## src/rtl/core/xxh64_pkg.sv

```systemverilog
package xxh64_pkg;

	localparam logic [63:0] P1 = 64'h9E3779B185EBCA87;
	localparam logic [63:0] P2 = 64'hC2B2AE3D27D4EB4F;
	localparam logic [63:0] P3 = 64'h165667B19E3779F9;
	localparam logic [63:0] P4 = 64'h85EBCA77C2B2AE63;
	localparam logic [63:0] P5 = 64'h27D4EB2F165667C5;

	localparam int unsigned LANES = 4;
	localparam int unsigned STRIPE_BYTES = 32;
	localparam int unsigned BEAT_BYTES = 8;

	typedef struct packed {
		logic        start;
		logic [63:0] a;
		logic [63:0] b;
	} mul_req_t;

	typedef struct packed {
		logic        done;
		logic [63:0] result;
	} mul_rsp_t;

	typedef enum logic [4:0] {
		S_IDLE,
		S_ABSORB,
		S_RND_A,
		S_RND_B,
		S_MRG_SUM,
		S_MRG_A,
		S_MRG_B,
		S_MRG_C,
		S_LEN,
		S_TAIL,
		S_T8_A,
		S_T8_B,
		S_T8_C,
		S_T4_A,
		S_T4_B,
		S_T1_A,
		S_T1_B,
		S_AV_A,
		S_AV_B,
		S_DONE
	} state_t;

	function automatic logic [63:0] rotl(input logic [63:0] x, input logic [5:0] r);
		rotl = (x << r) | (x >> (7'd64 - {1'b0, r}));
	endfunction

endpackage

```

## src/rtl/core/xxh64_mul.sv

```systemverilog
module xxh64_mul
	import xxh64_pkg::*;
(
	input  logic     clk,
	input  logic     arst_n,
	input  mul_req_t req,
	output mul_rsp_t rsp
);

	// 64x64 product modulo 2^64 from three 32x32 partial products, one a cycle
	logic [1:0]  phase_q;
	logic        done_q;
	logic [63:0] a_q;
	logic [63:0] b_q;
	logic [63:0] p_q;
	logic [31:0] x;
	logic [31:0] y;
	logic [63:0] prod;

	always_comb begin
		unique case (phase_q)
			2'd2: begin
				x = a_q[31:0];
				y = b_q[63:32];
			end
			2'd3: begin
				x = a_q[63:32];
				y = b_q[31:0];
			end
			default: begin
				x = a_q[31:0];
				y = b_q[31:0];
			end
		endcase
	end

	assign prod = {32'd0, x} * {32'd0, y};

	always_ff @(posedge clk or negedge arst_n) begin
		if (!arst_n) begin
			phase_q <= 2'd0;
			done_q  <= 1'b0;
		end else begin
			done_q <= 1'b0;
			unique case (phase_q)
				2'd0: if (req.start) phase_q <= 2'd1;
				2'd1: phase_q <= 2'd2;
				2'd2: phase_q <= 2'd3;
				2'd3: begin
					phase_q <= 2'd0;
					done_q  <= 1'b1;
				end
				default: phase_q <= 2'd0;
			endcase
		end
	end

	always_ff @(posedge clk) begin
		unique case (phase_q)
			2'd0: if (req.start) begin
				a_q <= req.a;
				b_q <= req.b;
			end
			2'd1: p_q <= prod;
			2'd2: p_q <= p_q + {prod[31:0], 32'd0};
			2'd3: p_q <= p_q + {prod[31:0], 32'd0};
			default: p_q <= p_q;
		endcase
	end

	assign rsp.done   = done_q;
	assign rsp.result = p_q;

endmodule

```

## config.mk

```make
export PLATFORM = sky130hd
export DESIGN_NAME = xxh64_mul
export DESIGN_NICKNAME = d
export VERILOG_FILES = /design/src/rtl/core/xxh64_pkg.sv /design/src/rtl/core/xxh64_mul.sv
export SDC_FILE = /design/constraint.sdc
export NUM_CORES = 2
export LEC_CHECK = 0
export ABC_AREA = 1
export BUFFER_PORTS_ARGS = -buffer_cell sky130_fd_sc_hd__buf_4
export CORE_ASPECT_RATIO = 1.2
export CORE_MARGIN = 5
export CORE_UTILIZATION = 30
export DETAILED_ROUTE_END_ITERATION = 8
export GPL_TIMING_DRIVEN = 0
export PLACE_DENSITY_LB_ADDON = 0.05
export SLEW_MARGIN = 15
export SYNTH_ARGS = -nofsm -noshare
export SYNTH_HDL_FRONTEND = slang
export SYNTH_SLANG_ARGS = --single-unit
```

## constraint.sdc

```tcl
create_clock -name clk -period 10.6 [get_ports clk]
set_input_delay 0.53 -clock clk [delete_from_list [all_inputs] [get_ports clk]]
set_output_delay 0.53 -clock clk [all_outputs]
set_load 0.03 [all_outputs]
```

==> results.cfg <==
[cts]
cts_buffer_depth = 2
htree_num_levels = 4
tritoncts = done
clock_latency_ns = 0.51
cts.root.buffer_cell = clkbuf_16
clock_sink_count = 195
clkTransAtPathRegs_ns = 0.09
tritoncts_buffers = 17

[hold_path]
min-delay-start = req[55]
timing.hold.worst.class = primary input to flop

[floorplanning]
initial_cell_density_of_the_core_pct = 30.2
fp-row-count = 151
num_ports = 196
die_w_um = 354
area_of_the_placeable_core_sq_um = 141000
design.die.area_sq_um = 150000
fp.dieH_um = 423

[grt]
grt_util_all_layers_pct = 25.5
grt_max_degree = 93
grt_pass1_vias = 37000
grt_pass1_wl_mm = 273
global_route.overflow_total = 0
initial_antenna_violation_count = 3

[setup_path]
worst_setup_path_start_kind = flop
critical-path-top-cell-by-count = inv_1
worst_path_largest_cell_delay_ns = 0.89
critPathKind = flop to flop
r2r_start = phase_q[0]$_DFFE_PN0P_
path_max_fanout = 10
cp.required_ns = 10.88
worst_setup_path_startpoint = phase_q[0]$_DFFE_PN0P_
worstPathArrival_ns = 10.50
endpoint_kind = flop
crit_slowest_cell = o21ai_2

[place]
place_worst_setup_slack_ns = -1.28
numPortBuffers = 195
routabilityCongestion = 0.950
hpwl_mm = 163

[sta]
fin_skew_ns = 0.0143
hold_violations = 0
timing_worst_slew_pin_value_ns = 1.24
report.final.slew_viol_count = 0
setup-violations-final = 0
max_freq_mhz = 97.9
timing.final.crit_share_pct = 96.4
period_minus_slack_ns = 10.22
timing.slew.headroom_pct = 17.1
post_route_setup_tns_ns = 0
postLayoutSetupSlackWorst_ns = 0.382

[synth]
synth.lib_cells_used.distinct = 47
number_of_storage_elements_in_the_synthesis_netlist = 195
yosys_most_used_dff = edfxtp_1
synth_fp_nets = 6327
postSynth.asyncResetShare_pct = 1.54
synth_sequential_area_ratio_pct = 13.7
avgSynthCellArea_sq_um = 8.53
synth-warning-count = 0
syn_area_sq_um = 42600
number_of_enable_type_register_cells_in_the_synthesized_netlist = 192
number_of_instances_in_the_synthesized_netlist = 4998

[final_layout]
multiInputGateArea_sq_um = 31800
most_used_cells_in_the_layout_excluding_fill_and_tap_cells = inv_1 (1154), nand2_1 (1066), fa_1 (897)
nFillCells = 15000
layout.nets = 6563
layout.cells.most_common = inv_1
area_delta_synth_final_pct = 12.6
post_route_cells_drive_above_1_share_pct = 11.5
ff_latch_area_sq_um = 5840

[route]
antenna_violating_nets_post_route = 0
drt_pre_antenna_iters = 5
drt-vias-per-instance = 4.79
number_of_drc_markers_in_iteration_0 = 1989
routed-via-count = 33900
drt-wirelength-per-cell_um = 26.7
drt-total-wl_mm = 189
drc = 0

[job]
maxCapViolations = 0

[status]
run_status = complete, no violations
path summary, 6_finish.rpt:
check	endpoint	slack, ns	cells past startpoint
max	p_q[63]$_DFFE_PN_	0.38	40
min	b_q[55]$_DFFE_PP_	0.18	1
max reg2reg	p_q[63]$_DFFE_PN_	0.38	40
min reg2reg	done_q$_DFF_PN0_	0.59	1
max in group asynchronous	phase_q[0]$_DFFE_PN0P_	10.14	2
min in group asynchronous	done_q$_DFF_PN0_	0.36	2
through the flow:
stage	instances	utilization (%)	area [sq um]	hold slack (ns)
global route	7083	34.0	48000	0.153
floorplan	4998	-	42600	0.234
finish	7085	34.0	48000	0.184
CTS	7076	33.7	47500	0.135
detailed placement	7044	33.0	46600	0.327
global placement	7029	32.9	46400	0.324
final cells by class:
cell class / instances / area share, %
repair buffers: 227 / 3.78
multi-input cells: 3423 / 66.3
diodes: 2 / 0.0104
clock buffers: 17 / 0.886
plain buffers: 167 / 2.14
flip-flops and latches: 195 / 12.2
clock inverters: 15 / 0.446
inverters: 1203 / 9.52
well taps: 1836 / 4.79
state kept, by name (all words and copies together) (netlist names):
register and count:
a_q 64, b_q 64, done_q 1, p_q 64
phase_q 2
per-layer routing:
layer,share of wire (%),GRT usage [%],vias to the layer above
met1,42,33.0,17600
met3,4.5,3.03,208
met2,49,44.1,945
li1,-,-,15200
met4,4.6,9.08,2
met5,0.0053,0,-
critical path, delay by kind of cell (launching register included):
kind	cells	cell delay, ns
adder cells (fa/ha/maj)	11	4.57
flip-flops	1	0.42
AO/OA/AOI/OAI	6	2.00
buffers and inverters	12	1.70
XOR/XNOR	1	0.21
AND/OR/NAND/NOR	10	1.02
cells by family (layout without fill, tap and decap cells):
family / count (synthesis) / after routing / share of synthesized area (%)
AOI/OAI and AO/OA: 341 / 341 / 4.50
xor gates and xnor gates: 34 / 34 / 0.699
adders and majority gates: 1198 / 1198 / 51.0
buffers and inverters: 1380 / 1629 / 12.6
DFF: 195 / 195 / 13.7
other: 0 / 2 / 0
and+or+nand+nor: 1850 / 1850 / 17.5
synth_stat cells, types with 4 or more instances:
| cell | count | area share, % |
|---|---|---|
| clkinv_1 | 4 | 0.035 |
| a21o_1 | 8 | 0.14 |
| a21oi_1 | 142 | 1.7 |
| buf_2 | 105 | 1.2 |
| a21oi_2 | 6 | 0.12 |
| a21boi_0 | 4 | 0.070 |
| inv_2 | 38 | 0.33 |
| o21ai_1 | 31 | 0.36 |
| nand3_1 | 100 | 1.2 |
| nand2_1 | 1068 | 9.4 |
| fa_1 | 897 | 42 |
| nand3b_1 | 6 | 0.11 |
| nor2_1 | 561 | 4.9 |
| ha_1 | 301 | 8.8 |
| nor2_2 | 8 | 0.12 |
| nor2_4 | 4 | 0.11 |
| xnor2_1 | 6 | 0.12 |
| o21a_1 | 5 | 0.088 |
| o21ai_2 | 27 | 0.55 |
| inv_1 | 1161 | 10 |
| nor3_2 | 6 | 0.14 |
| clkbuf_1 | 53 | 0.47 |
| buf_1 | 8 | 0.070 |
| o21bai_1 | 13 | 0.23 |
| nor3_1 | 16 | 0.19 |
| xor2_1 | 28 | 0.58 |
| or2_1 | 4 | 0.059 |
| nand3_2 | 5 | 0.12 |
| edfxtp_1 | 192 | 14 |
| buf_4 | 6 | 0.11 |
| o21ai_0 | 99 | 1.2 |
| nand2_2 | 30 | 0.44 |
| nand4_1 | 13 | 0.19 |
| or2_2 | 19 | 0.28 |
timing repair:
item | 4_1_cts | 5_1_grt
gates cloned | 0 | 0
gates resized for setup | 82 | 143
hold buffers | 1 | 0
setup buffers | 3 | 13
setup endpoints to repair | 10 | 10
pin swaps | 2 | 4
hold endpoints to repair | 3 | 0
Power is not shown: default switching activity piles up to over one toggle a cycle in this logic, so the estimate is an artifact.
